`src/rtl/ppmd_pkg.sv`:
```
// ----------------------------------------------------------------------------
// PPM frame decoder package
// Shared widths, register indexes, word types and control structs.
// ----------------------------------------------------------------------------
package ppmd_pkg;

   // Channel capacity of one frame.
   localparam int MAX_CHANNELS = 8;

   // Counter holding 0..MAX_CHANNELS and index into the pulse store.
   localparam int POS_W = $clog2(MAX_CHANNELS + 1);
   localparam int IDX_W = (MAX_CHANNELS > 1) ? $clog2(MAX_CHANNELS) : 1;

   localparam int TICK_W  = 16;
   localparam int SCALE_W = 8;
   localparam int US_W    = 16;
   localparam int PROD_W  = TICK_W + SCALE_W;

   localparam int CSR_INDEX_W = 3;
   localparam int CSR_DATA_W  = 16;

   // Register indexes.
   localparam logic [CSR_INDEX_W-1:0] CSR_MIN_PULSE_TICKS = 3'd0;
   localparam logic [CSR_INDEX_W-1:0] CSR_MAX_PULSE_TICKS = 3'd1;
   localparam logic [CSR_INDEX_W-1:0] CSR_TICKS_TO_US     = 3'd2;
   localparam logic [CSR_INDEX_W-1:0] CSR_OUT_MIN_US      = 3'd3;
   localparam logic [CSR_INDEX_W-1:0] CSR_OUT_MAX_US      = 3'd4;

   // Register reset values.
   localparam logic [TICK_W-1:0]  MIN_PULSE_RESET = 16'd90;
   localparam logic [TICK_W-1:0]  MAX_PULSE_RESET = 16'd210;
   localparam logic [SCALE_W-1:0] TICKS_TO_US_RESET = 8'd10;
   localparam logic [US_W-1:0]    OUT_MIN_RESET = 16'd1000;
   localparam logic [US_W-1:0]    OUT_MAX_RESET = 16'd2000;

   typedef struct packed {
      logic [TICK_W-1:0] capture_value;
      logic              publish_blocked;
   } req_type;

   typedef struct packed {
      logic [2:0]      channel_index;
      logic [US_W-1:0] pulse_width_us;
      logic [3:0]      frame_channels;
      logic            last;
   } rsp_type;

   typedef struct packed {
      logic [TICK_W-1:0]  min_pulse_ticks;
      logic [TICK_W-1:0]  max_pulse_ticks;
      logic [SCALE_W-1:0] ticks_to_us;
      logic [US_W-1:0]    out_min_us;
      logic [US_W-1:0]    out_max_us;
   } cfg_type;

   // Controller to datapath.
   typedef struct packed {
      logic capture;
      logic mul;
      logic load;
   } cmd_type;

   // Datapath to controller.
   typedef struct packed {
      logic frame_start;
      logic last_word;
      logic out_free;
   } sts_type;

endpackage

```
`src/rtl/ppmd_csr.sv`:
```
// ----------------------------------------------------------------------------
// PPM frame decoder configuration registers
// Holds the five configuration registers written through the csr channel.
// ----------------------------------------------------------------------------
module ppmd_csr
   import ppmd_pkg::*;
(
   input  logic                   clock,
   input  logic                   reset,
   input  logic                   csr_valid,
   output logic                   csr_ready,
   input  logic [CSR_INDEX_W-1:0] csr_index,
   input  logic [CSR_DATA_W-1:0]  csr_wdata,
   output cfg_type                cfg
);

   cfg_type cfg_ff;
   cfg_type cfg_in;

   assign csr_ready = 1'b1;
   assign cfg       = cfg_ff;

   always_comb begin
      cfg_in = cfg_ff;
      if (csr_valid) begin
         unique case (csr_index)
            CSR_MIN_PULSE_TICKS: cfg_in.min_pulse_ticks = csr_wdata;
            CSR_MAX_PULSE_TICKS: cfg_in.max_pulse_ticks = csr_wdata;
            CSR_TICKS_TO_US:     cfg_in.ticks_to_us     = csr_wdata[SCALE_W-1:0];
            CSR_OUT_MIN_US:      cfg_in.out_min_us      = csr_wdata;
            CSR_OUT_MAX_US:      cfg_in.out_max_us      = csr_wdata;
            default:             cfg_in = cfg_ff;
         endcase
      end
   end

   always_ff @(posedge clock) begin
      if (reset) begin
         cfg_ff.min_pulse_ticks <= MIN_PULSE_RESET;
         cfg_ff.max_pulse_ticks <= MAX_PULSE_RESET;
         cfg_ff.ticks_to_us     <= TICKS_TO_US_RESET;
         cfg_ff.out_min_us      <= OUT_MIN_RESET;
         cfg_ff.out_max_us      <= OUT_MAX_RESET;
      end else begin
         cfg_ff <= cfg_in;
      end
   end

endmodule

```
`src/rtl/ppmd_ctrl.sv`:
```
// ----------------------------------------------------------------------------
// PPM frame decoder controller
// Sequences capture, then multiply and load for each published channel.
// ----------------------------------------------------------------------------
module ppmd_ctrl
   import ppmd_pkg::*;
(
   input  logic    clock,
   input  logic    reset,
   input  logic    req_valid,
   output logic    req_ready,
   input  sts_type sts,
   output cmd_type cmd
);

   localparam logic [1:0] ST_IDLE = 2'd0;
   localparam logic [1:0] ST_MUL  = 2'd1;
   localparam logic [1:0] ST_LOAD = 2'd2;

   logic [1:0] state_ff;
   logic [1:0] state_in;

   assign req_ready = (state_ff == ST_IDLE);

   always_comb begin
      state_in    = state_ff;
      cmd.capture = 1'b0;
      cmd.mul     = 1'b0;
      cmd.load    = 1'b0;
      unique case (state_ff)
         ST_IDLE: begin
            cmd.capture = req_valid;
            if (req_valid && sts.frame_start) begin
               state_in = ST_MUL;
            end
         end
         ST_MUL: begin
            cmd.mul  = 1'b1;
            state_in = ST_LOAD;
         end
         ST_LOAD: begin
            cmd.load = sts.out_free;
            if (sts.out_free) begin
               state_in = sts.last_word ? ST_IDLE : ST_MUL;
            end
         end
         default: state_in = ST_IDLE;
      endcase
   end

   always_ff @(posedge clock) begin
      if (reset) begin
         state_ff <= ST_IDLE;
      end else begin
         state_ff <= state_in;
      end
   end

endmodule

```
`src/rtl/ppmd_dp.sv`:
```
// ----------------------------------------------------------------------------
// PPM frame decoder datapath
// Gap measurement, pulse store, scaling multiplier, clamp and output register.
// ----------------------------------------------------------------------------
module ppmd_dp
   import ppmd_pkg::*;
(
   input  logic    clock,
   input  logic    reset,
   input  req_type req_data,
   input  cfg_type cfg,
   input  cmd_type cmd,
   output sts_type sts,
   output logic    rsp_valid,
   input  logic    rsp_ready,
   output rsp_type rsp_data
);

   logic [TICK_W-1:0] prev_ff;
   logic [TICK_W-1:0] prev_in;
   logic [POS_W-1:0]  pos_ff;
   logic [POS_W-1:0]  pos_in;
   logic [POS_W-1:0]  frame_ff;
   logic [POS_W-1:0]  frame_in;
   logic [POS_W-1:0]  k_ff;
   logic [POS_W-1:0]  k_in;
   logic              rsp_valid_ff;
   logic              rsp_valid_in;
   rsp_type           rsp_data_ff;
   rsp_type           rsp_data_in;
   logic [PROD_W-1:0] product_ff;

   logic [TICK_W-1:0] pulse_store [MAX_CHANNELS];

   logic [TICK_W-1:0] gap;
   logic              is_pulse;
   logic              has_room;
   logic              last_word;
   logic [US_W-1:0]   clamped;

   assign gap       = req_data.capture_value - prev_ff;
   assign is_pulse  = (gap > cfg.min_pulse_ticks) && (gap < cfg.max_pulse_ticks);
   assign has_room  = (pos_ff < POS_W'(MAX_CHANNELS));
   assign last_word = (k_ff == frame_ff - POS_W'(1));

   assign sts.frame_start = !is_pulse && (pos_ff != '0) && !req_data.publish_blocked;
   assign sts.last_word   = last_word;
   assign sts.out_free    = !rsp_valid_ff || rsp_ready;

   assign rsp_valid = rsp_valid_ff;
   assign rsp_data  = rsp_data_ff;

   // When the limits cross, products below out_min give out_min and all others give out_max.
   always_comb begin
      if (product_ff < PROD_W'(cfg.out_min_us)) begin
         clamped = cfg.out_min_us;
      end else if (product_ff > PROD_W'(cfg.out_max_us)) begin
         clamped = cfg.out_max_us;
      end else begin
         clamped = product_ff[US_W-1:0];
      end
   end

   always_comb begin
      prev_in  = prev_ff;
      pos_in   = pos_ff;
      frame_in = frame_ff;
      k_in     = k_ff;
      if (cmd.capture) begin
         prev_in = req_data.capture_value;
         if (is_pulse) begin
            if (has_room) begin
               pos_in = pos_ff + POS_W'(1);
            end
         end else begin
            pos_in = '0;
            k_in   = '0;
            if (pos_ff != '0) begin
               frame_in = pos_ff;
            end
         end
      end
      if (cmd.load) begin
         k_in = k_ff + POS_W'(1);
      end
   end

   always_comb begin
      rsp_valid_in = cmd.load || (rsp_valid_ff && !rsp_ready);
      rsp_data_in  = rsp_data_ff;
      if (cmd.load) begin
         rsp_data_in.channel_index  = 3'(k_ff);
         rsp_data_in.pulse_width_us = clamped;
         rsp_data_in.frame_channels = 4'(frame_ff);
         rsp_data_in.last           = last_word;
      end
   end

   always_ff @(posedge clock) begin
      if (cmd.capture && is_pulse && has_room) begin
         pulse_store[pos_ff[IDX_W-1:0]] <= gap;
      end
      if (cmd.mul) begin
         product_ff <= PROD_W'(cfg.ticks_to_us) * PROD_W'(pulse_store[k_ff[IDX_W-1:0]]);
      end
   end

   always_ff @(posedge clock) begin
      if (reset) begin
         prev_ff      <= '0;
         pos_ff       <= '0;
         frame_ff     <= '0;
         k_ff         <= '0;
         rsp_valid_ff <= 1'b0;
      end else begin
         prev_ff      <= prev_in;
         pos_ff       <= pos_in;
         frame_ff     <= frame_in;
         k_ff         <= k_in;
         rsp_valid_ff <= rsp_valid_in;
      end
   end

   always_ff @(posedge clock) begin
      rsp_data_ff <= rsp_data_in;
   end

endmodule

```
`src/rtl/ppm_frame_decoder_top.sv`:
```
// ----------------------------------------------------------------------------
// PPM frame decoder top level
// Decodes pulse-position frames from timer captures into channel widths.
// ----------------------------------------------------------------------------
//
//   Channel | Ports         | Word
//   --------+---------------+-------------------------------------------------
//   request | req_*         | one timer capture taken at a rising edge
//   result  | rsp_*         | one published channel width of a frame
//   config  | csr_*         | register index and write data, never stalls
//
// A sync that publishes a frame of N channels keeps req_ready low while
// each channel passes once through the shared scaling multiplier and
// once into the output register, and while the result side stalls.
// Reset is synchronous and restores the registers to their defaults.
// The output register lets the next capture in while the last word of
// a frame still waits.
//
module ppm_frame_decoder_top
   import ppmd_pkg::*;
(
   input  logic                   clock,
   input  logic                   reset,
   input  logic                   req_valid,
   output logic                   req_ready,
   input  req_type                req_data,
   output logic                   rsp_valid,
   input  logic                   rsp_ready,
   output rsp_type                rsp_data,
   input  logic                   csr_valid,
   output logic                   csr_ready,
   input  logic [CSR_INDEX_W-1:0] csr_index,
   input  logic [CSR_DATA_W-1:0]  csr_wdata
);

   cfg_type cfg;
   cmd_type cmd;
   sts_type sts;

   // Configuration registers; the user must write them only while the block is idle (not enforced here).
   ppmd_csr u_csr (
      .clock     (clock),
      .reset     (reset),
      .csr_valid (csr_valid),
      .csr_ready (csr_ready),
      .csr_index (csr_index),
      .csr_wdata (csr_wdata),
      .cfg       (cfg)
   );

   // The controller accepts captures only when idle and then steps through
   // the stored channels of a completed frame.
   ppmd_ctrl u_ctrl (
      .clock     (clock),
      .reset     (reset),
      .req_valid (req_valid),
      .req_ready (req_ready),
      .sts       (sts),
      .cmd       (cmd)
   );

   // The datapath measures gaps, stores channel pulses and forms each word.
   ppmd_dp u_dp (
      .clock     (clock),
      .reset     (reset),
      .req_data  (req_data),
      .cfg       (cfg),
      .cmd       (cmd),
      .sts       (sts),
      .rsp_valid (rsp_valid),
      .rsp_ready (rsp_ready),
      .rsp_data  (rsp_data)
   );

endmodule

```
`config.mk`:
```
export PLATFORM = sky130hd
export DESIGN_NAME = ppm_frame_decoder_top
export DESIGN_NICKNAME = d
export VERILOG_FILES = /design/src/rtl/ppmd_pkg.sv /design/src/rtl/ppmd_csr.sv /design/src/rtl/ppmd_ctrl.sv /design/src/rtl/ppmd_dp.sv /design/src/rtl/ppm_frame_decoder_top.sv
export SDC_FILE = /design/constraint.sdc
export NUM_CORES = 1
export LEC_CHECK = 0
export BUFFER_PORTS_ARGS = -buffer_cell sky130_fd_sc_hd__buf_2
export CAP_MARGIN = 20
export CORE_ASPECT_RATIO = 0.9
export CORE_UTILIZATION = 30
export CTS_BUF_LIST = sky130_fd_sc_hd__clkbuf_2
export DETAILED_ROUTE_END_ITERATION = 7
export PLACE_DENSITY = 0.55
export SLEW_MARGIN = 20
export SYNTH_ARGS = -nofsm -noshare
export SYNTH_HDL_FRONTEND = slang
export SYNTH_SLANG_ARGS = --single-unit
```
`constraint.sdc`:
```
create_clock -name clock -period 7.6 [get_ports clock]
set_input_delay 1.52 -clock clock [delete_from_list [all_inputs] [get_ports clock]]
set_output_delay 1.52 -clock clock [all_outputs]
set_load 0.005 [all_outputs]
```
==> results.toml, run 1 <==
[timing]
fin_worst_skew_ns = 0.103
fmax_ghz = 0.152
finalHoldViolCount = 0
whs_ns = 0.460
rsz0062_at_grt = "false"
finalSetupViolations = 0
relSlewSlack = 0.338
fin_crit_ns = 6.58
final.period_utilization = 0.866
finalWorstSetupSlack_ns = 1.02
slew_violations = 0
tightestPinTransition_ns = 0.985
setup_tns_ns = 0

[drt]
ant_nets = 0
dr.pass1.iters = 5
wirelength_mm = 39.8
avgRoutedWirePerCell_um = 16.7
drc_errors = 0
num_vias = 11294
drt_iter0_drc = 752
via_per_inst = 4.74

[floorplanning]
floorplan.die_area_mm2 = 0.0567
rows = 81
core_area_mm2 = 0.0547
ios = 68
start_util = 0.306
die_h_um = 226
die_w_um = 251

[critical_path]
cp-end-kind = "flip-flop"
start_kind = "flip-flop"
r2r_cells = 19
r2r-end = "u_dp.product_ff[22]$_DFFE_PN_"
crit_required_ns = 8.23
crit_type = "flip-flop to flip-flop"
critical_path_arrival_ns = 7.21
reg2reg_slack_ns = 1.02
cp_max_fo = 13

[yosys]
yosysWarnings = 0
seq_area_frac_synth = 0.443
synth_ff_type = "edfxtp_1"
post-synth-top-count-cell = "inv_1"
avgSynthCellArea_um2 = 11.1
synth_fp_nets = 1760
synth_cell_types = 59
synth_edf_count = 176
synthCells = 1509
synthTopCellsByCount = "187 x inv_1, 176 x edfxtp_1, 176 x nand2_1"
synth_area_leaders = "edfxtp_1 32%, dfxtp_1 13%, fa_1 10%, ha_1 9.3%, nor2b_1 4.4%"
synth.largest_area_cell = "edfxtp_1"
ys_seq_elements = 282
async_reset_ff_frac = 0
synth_top_cell_area_share = 0.316
syn_area_mm2 = 0.0167

[cells_and_area]
drive_gt1_frac = 0.153
num-nets-final = 1880
syn2layout_area_growth_pct = 11.9
nFillCells = 5527
ff_latch_area_mm2 = 0.00741
multi_input_area_mm2 = 0.00846

[min_path]
hold_depth = 2
min_from = "u_dp.prev_ff[3]$_SDFFE_PP0P_"
holdPathEnd = "u_dp.prev_ff[3]$_SDFFE_PP0P_"
hold_class = "flip-flop to flip-flop"

[global_route]
grt_max_degree = 83
grt_antenna_before_repair = 1
overflow = 0
track_usage = 0.145
grt_pass1_wl_mm = 63.7
grt_pass1_vias = 11555

[clock_tree]
hold_buffers = 0
cts_sinks = 282
htreeDepth = 3
clk_latency_ns = 0.96
clk_pin_slew_worst_paths_ns = 0.12
cts_tree = "yes"
post-cts-setup-buffers = 0
clock_path_buffers = 3
root_buffer = "clkbuf_2"
cts-resized-gates = 0
cts_buffers = 69

[flow_run]
max_cap_violations = 0

[placement]
preCtsSetupSlack_ns = 0.841
dp.final_hpwl_mm = 29.2
routabilityCongestion = 0.809
portBuffers = 66

[status]
run_status = "finished, final reports clean"

[power]
total_power_mw = 3.79
ir_worst_vdd_mv = 0.163
power_density_mw_per_mm2 = 203
p_leak_nw = 7.37
-- power breakdown --
part | internal, mW | leakage [nW] | switching, mW | total (mW)
Sequential | 1.72 | 2.47 | 0.0208 | 1.75
Combinational | 0.369 | 4.41 | 0.560 | 0.930
Clock | 0.477 | 0.497 | 0.639 | 1.12
Total | 2.57 | 7.37 | 1.22 | 3.79
-- registers in the layout, indices dropped and copies added, names as in the netlist, named ones only --
| register | cells |
|---|---|
| u_dp.pulse_store | 128 |
| u_csr.cfg | 72 |
| u_dp.product_ff | 24 |
| u_dp.rsp_data | 24 |
| u_dp.prev_ff | 16 |
| u_dp.frame_ff | 4 |
| u_dp.k_ff | 4 |
| u_dp.pos_ff | 4 |
| u_ctrl.state_ff | 2 |
| u_dp.rsp_valid | 1 |
-- metrics by stage --
step	util	area, µm²	std cells
2_1_floorplan	-	16700	1509
3_3_place_gp	0.329	18000	2263
3_5_place_dp	0.329	18000	2263
4_1_cts	0.342	18700	2380
5_1_grt	0.342	18700	2381
6_report	0.342	18700	2381
-- kinds of logic (layout without fill, tap and decap cells) --
| family | count (synthesis) | count (layout) | synth area share |
|---|---|---|---|
| AND/OR/NAND/NOR | 419 | 419 | 0.123 |
| flip-flops | 282 | 282 | 0.443 |
| multiplexers | 90 | 90 | 0.0781 |
| XOR/XNOR | 38 | 38 | 0.0199 |
| other | 1 | 2 | 0.000224 |
| adder cells (fa/ha/maj) | 210 | 210 | 0.195 |
| buffers and inverters | 239 | 405 | 0.0553 |
| AO/OA/AOI/OAI | 230 | 230 | 0.0854 |
-- metal layers --
metal	global-route usage	routed length (µm)
met3	0.0323	2030
met2	0.222	17500
met4	0.0533	969
met1	0.199	19300
met5	0	0
-- how the worst max path moves through the flow --
stage,endpoint,start,slack (ns)
after global routing,u_dp.product_ff[23]$_DFFE_PN_,flip-flop,0.59
after global placement,u_dp.pulse_store[4][8]$_DFFE_PP_,req_data[1],0.86
after detailed placement,u_dp.pulse_store[2][8]$_DFFE_PP_,req_data[1],0.84
after CTS,u_dp.product_ff[22]$_DFFE_PN_,flip-flop,0.92
final,u_dp.product_ff[22]$_DFFE_PN_,flip-flop,1.02
after floorplan,u_dp.pulse_store[2][0]$_DFFE_PP_,req_data[1],0.50
-- final cells by class --
type,count,area share
clock buffer,96,0.0257
inverter,189,0.0379
clock inverter,21,0.0106
sequential,282,0.396
tap,705,0.0471
multi-input combinational,988,0.452
timing repair buffer,99,0.0309
antenna,1,0.000134
-- worst max-delay path, cell delays in order, from the launching register on --
cell,delay (ns)
dfxtp_2,0.64
buf_4,0.28
mux4_2,0.51
mux2i_1,0.63
nor2b_1,0.15
fa_1,0.49
fa_1,0.52
fa_1,0.54
inv_1,0.06
fa_1,0.53
inv_1,0.05
ha_1,0.34
a21o_1,0.20
a21oi_1,0.22
o21a_1,0.16
o31ai_1,0.10
a31oi_1,0.32
o21ai_1,0.16
o41ai_2,0.28
xnor2_1,0.12
-- cells in the final DEF (no fill, tap or decap), types with 32 or more instances in the layout --
| cell | instances |
|---|---|
| mux4_2 | 32 |
| nor2_1 | 41 |
| clkbuf_2 | 96 |
| o21ai_0 | 37 |
| edfxtp_1 | 176 |
| buf_4 | 33 |
| mux2i_1 | 54 |
| xnor2_1 | 32 |
| inv_1 | 186 |
| nor2b_1 | 116 |
| fa_1 | 85 |
| ha_1 | 125 |
| dfxtp_1 | 105 |
| buf_2 | 66 |
| a21oi_1 | 99 |
| nand2_1 | 176 |
Power figures use the tool's default switching activity.
==> run 2: changes to the inputs <==
--- a/config.mk
+++ b/config.mk
@@ -8,10 +8,11 @@
 export BUFFER_PORTS_ARGS = -buffer_cell sky130_fd_sc_hd__buf_2
 export CAP_MARGIN = 20
 export CORE_ASPECT_RATIO = 0.9
-export CORE_UTILIZATION = 30
+export CORE_UTILIZATION = 40
 export CTS_BUF_LIST = sky130_fd_sc_hd__clkbuf_2
 export DETAILED_ROUTE_END_ITERATION = 7
-export PLACE_DENSITY = 0.55
+export GPL_ROUTABILITY_DRIVEN = 0
+export PLACE_DENSITY = 0.66
 export SLEW_MARGIN = 20
 export SYNTH_ARGS = -nofsm -noshare
 export SYNTH_HDL_FRONTEND = slang
==> run 2 against run 1 <==
Compared with the run above:
- non-clock buffer count decreased by 6
- clock skew is 0.014 ns lower
- design area fell by 1.4%
- final cell count shrank 6.7%
- utilization is 11 points higher
- via count about the same
- count of clock-buffer cells in the layout increased by 9
- register-to-register slack got worse by 0.04 ns
- flip-flop and latch count is the same
- critical path type unchanged
- critical endpoint unchanged
==> results.toml, run 2 (synthesis gave the netlist of run 1 again) <==
[timing]
rsz0062_at_grt = "false"
finalHoldViolCount = 0
finalWorstSetupSlack_ns = 0.973
whs_ns = 0.457
fin_crit_ns = 6.63
final.period_utilization = 0.872
slew_violations = 0
tightestPinTransition_ns = 1.11
finalSetupViolations = 0
relSlewSlack = 0.257
setup_tns_ns = 0
fmax_ghz = 0.151
fin_worst_skew_ns = 0.0886

[critical_path]
cp-end-kind = "flip-flop"
crit_family = "adder cells"
slowest_delay_ns = 0.73
crit_required_ns = 8.26
cp_max_fo = 17
crit_chain = "buf_4 > mux4_2 > mux2i_1 > nor2b_1 > fa_1 > fa_1 > fa_1 > inv_1 > fa_1 > inv_1 > ha_1 > a21oi_1 > o21a_1 > o31ai_1 > a31oi_1 > o21ai_1 > o41ai_2 > xnor2_1"
cp.depth = 18
slowest_stage = "dfxtp_2"
reg2reg_slack_ns = 0.97
start_kind = "flip-flop"
r2r_cells = 18
worst-path-buf-inv = 3
path_common_cell = "fa_1"
r2r-end = "u_dp.product_ff[22]$_DFFE_PN_"
crit_type = "flip-flop to flip-flop"
critical_path_arrival_ns = 7.29

[placement]
post_dp_cell_area_mm2 = 0.0178
dp.final_hpwl_mm = 26.9
portBuffers = 66
dpl.cell_count = 2092
preCtsSetupSlack_ns = 0.824

[drt]
drc_errors = 0
via_per_inst = 5.09
avgRoutedWirePerCell_um = 16.8
ant_nets = 0
num_vias = 11298
drt_iter0_drc = 678
dr.pass1.iters = 8
wirelength_mm = 37.2

[clock_tree]
cts_sinks = 282
htreeDepth = 3
cts_tree = "yes"
clk_latency_ns = 0.96
clock_path_buffers = 3
hold_buffers = 0
cts-resized-gates = 0
clk_pin_slew_worst_paths_ns = 0.10
root_buffer = "clkbuf_2"
cts_buffers = 71
post-cts-setup-buffers = 0

[global_route]
grt_pass1_wl_mm = 59.4
grt_pass1_vias = 11434
track_usage = 0.178
grt_max_degree = 83
overflow = 0
grt_antenna_before_repair = 1

[floorplanning]
rows = 70
ios = 68
start_util = 0.409
die_w_um = 218
core_area_mm2 = 0.0409
floorplan.die_area_mm2 = 0.0427
die_h_um = 196

[cells_and_area]
syn2layout_area_growth_pct = 10.2
multi_input_area_mm2 = 0.00845
ff_latch_area_mm2 = 0.00741
num-nets-final = 1876
nFillCells = 3811
final_util = 0.451
layout_common_cells = "186 x inv_1, 176 x nand2_1, 176 x edfxtp_1, 125 x ha_1, 116 x nor2b_1"
drive_gt1_frac = 0.154
final_area_mm2 = 0.0184
final_cells = 2221
final_common_cell = "inv_1"
largest_register_ff_count = 128

[status]
run_status = "finished, final reports clean"

[power]
total_power_mw = 3.70
clkPwrFrac = 0.284
power_density_mw_per_mm2 = 200
p_sw_mw = 1.20
power_frac_seq = 0.472
p_leak_nw = 7.35
internal_power_mw = 2.50
combPwrFrac = 0.243
p_sw_frac = 0.325
ir_worst_vdd_mv = 0.103

[min_path]
hold_class = "flip-flop to flip-flop"
holdPathEnd = "u_dp.prev_ff[4]$_SDFFE_PP0P_"
hold_depth = 2
min_from = "u_dp.prev_ff[4]$_SDFFE_PP0P_"

[flow_run]
max_cap_violations = 0
-- run 2: how the worst max path moves through the flow --
| stage | startpoint | end | slack (ns) |
|---|---|---|---|
| 2_1_floorplan | req_data[1] | u_dp.pulse_store[2][0]$_DFFE_PP_ | 0.50 |
| 3_5_place_dp | req_data[1] | u_dp.pulse_store[4][9]$_DFFE_PP_ | 0.82 |
| 3_3_place_gp | req_data[1] | u_dp.pulse_store[4][9]$_DFFE_PP_ | 0.91 |
| 4_1_cts | flip-flop | u_dp.product_ff[22]$_DFFE_PN_ | 0.94 |
| 6_report | flip-flop | u_dp.product_ff[22]$_DFFE_PN_ | 0.97 |
| 5_1_grt | flip-flop | u_dp.product_ff[23]$_DFFE_PN_ | 0.56 |
-- run 2: layout make-up --
cell class                 instances  share of cell area
antenna                            1            0.000136
clock buffer                     105              0.0285
clock inverter                    23             0.00766
inverter                         189              0.0385
multi-input combinational        988               0.458
sequential                       282               0.402
tap                              540              0.0366
timing repair buffer              93              0.0289
-- run 2: worst min-delay path: stages (launching register included) --
cell	delay [ns]
dfxtp_1	0.32
nand2_1	0.05
a21oi_1	0.05
-- run 2: power groups by stage --
| stage | combinational [mW] | sequential [mW] | clock (mW) |
|---|---|---|---|
| 2_1_floorplan | 0.660 | 1.77 | 0 |
| 3_3_place_gp | 0.874 | 1.78 | 0 |
| 3_5_place_dp | 0.897 | 1.78 | 0 |
| 4_1_cts | 0.902 | 1.75 | 1.09 |
| 5_1_grt | 1.02 | 1.75 | 1.15 |
| 6_report | 0.900 | 1.75 | 1.05 |
-- run 2: routing by layer --
| metal | routed length, µm | share of wire | GRT usage |
|---|---|---|---|
| met4 | 660 | 0.018 | 0.0566 |
| met5 | 0 | 0 | 0 |
| met1 | 17600 | 0.47 | 0.240 |
| met3 | 1950 | 0.052 | 0.0369 |
| met2 | 17000 | 0.46 | 0.286 |
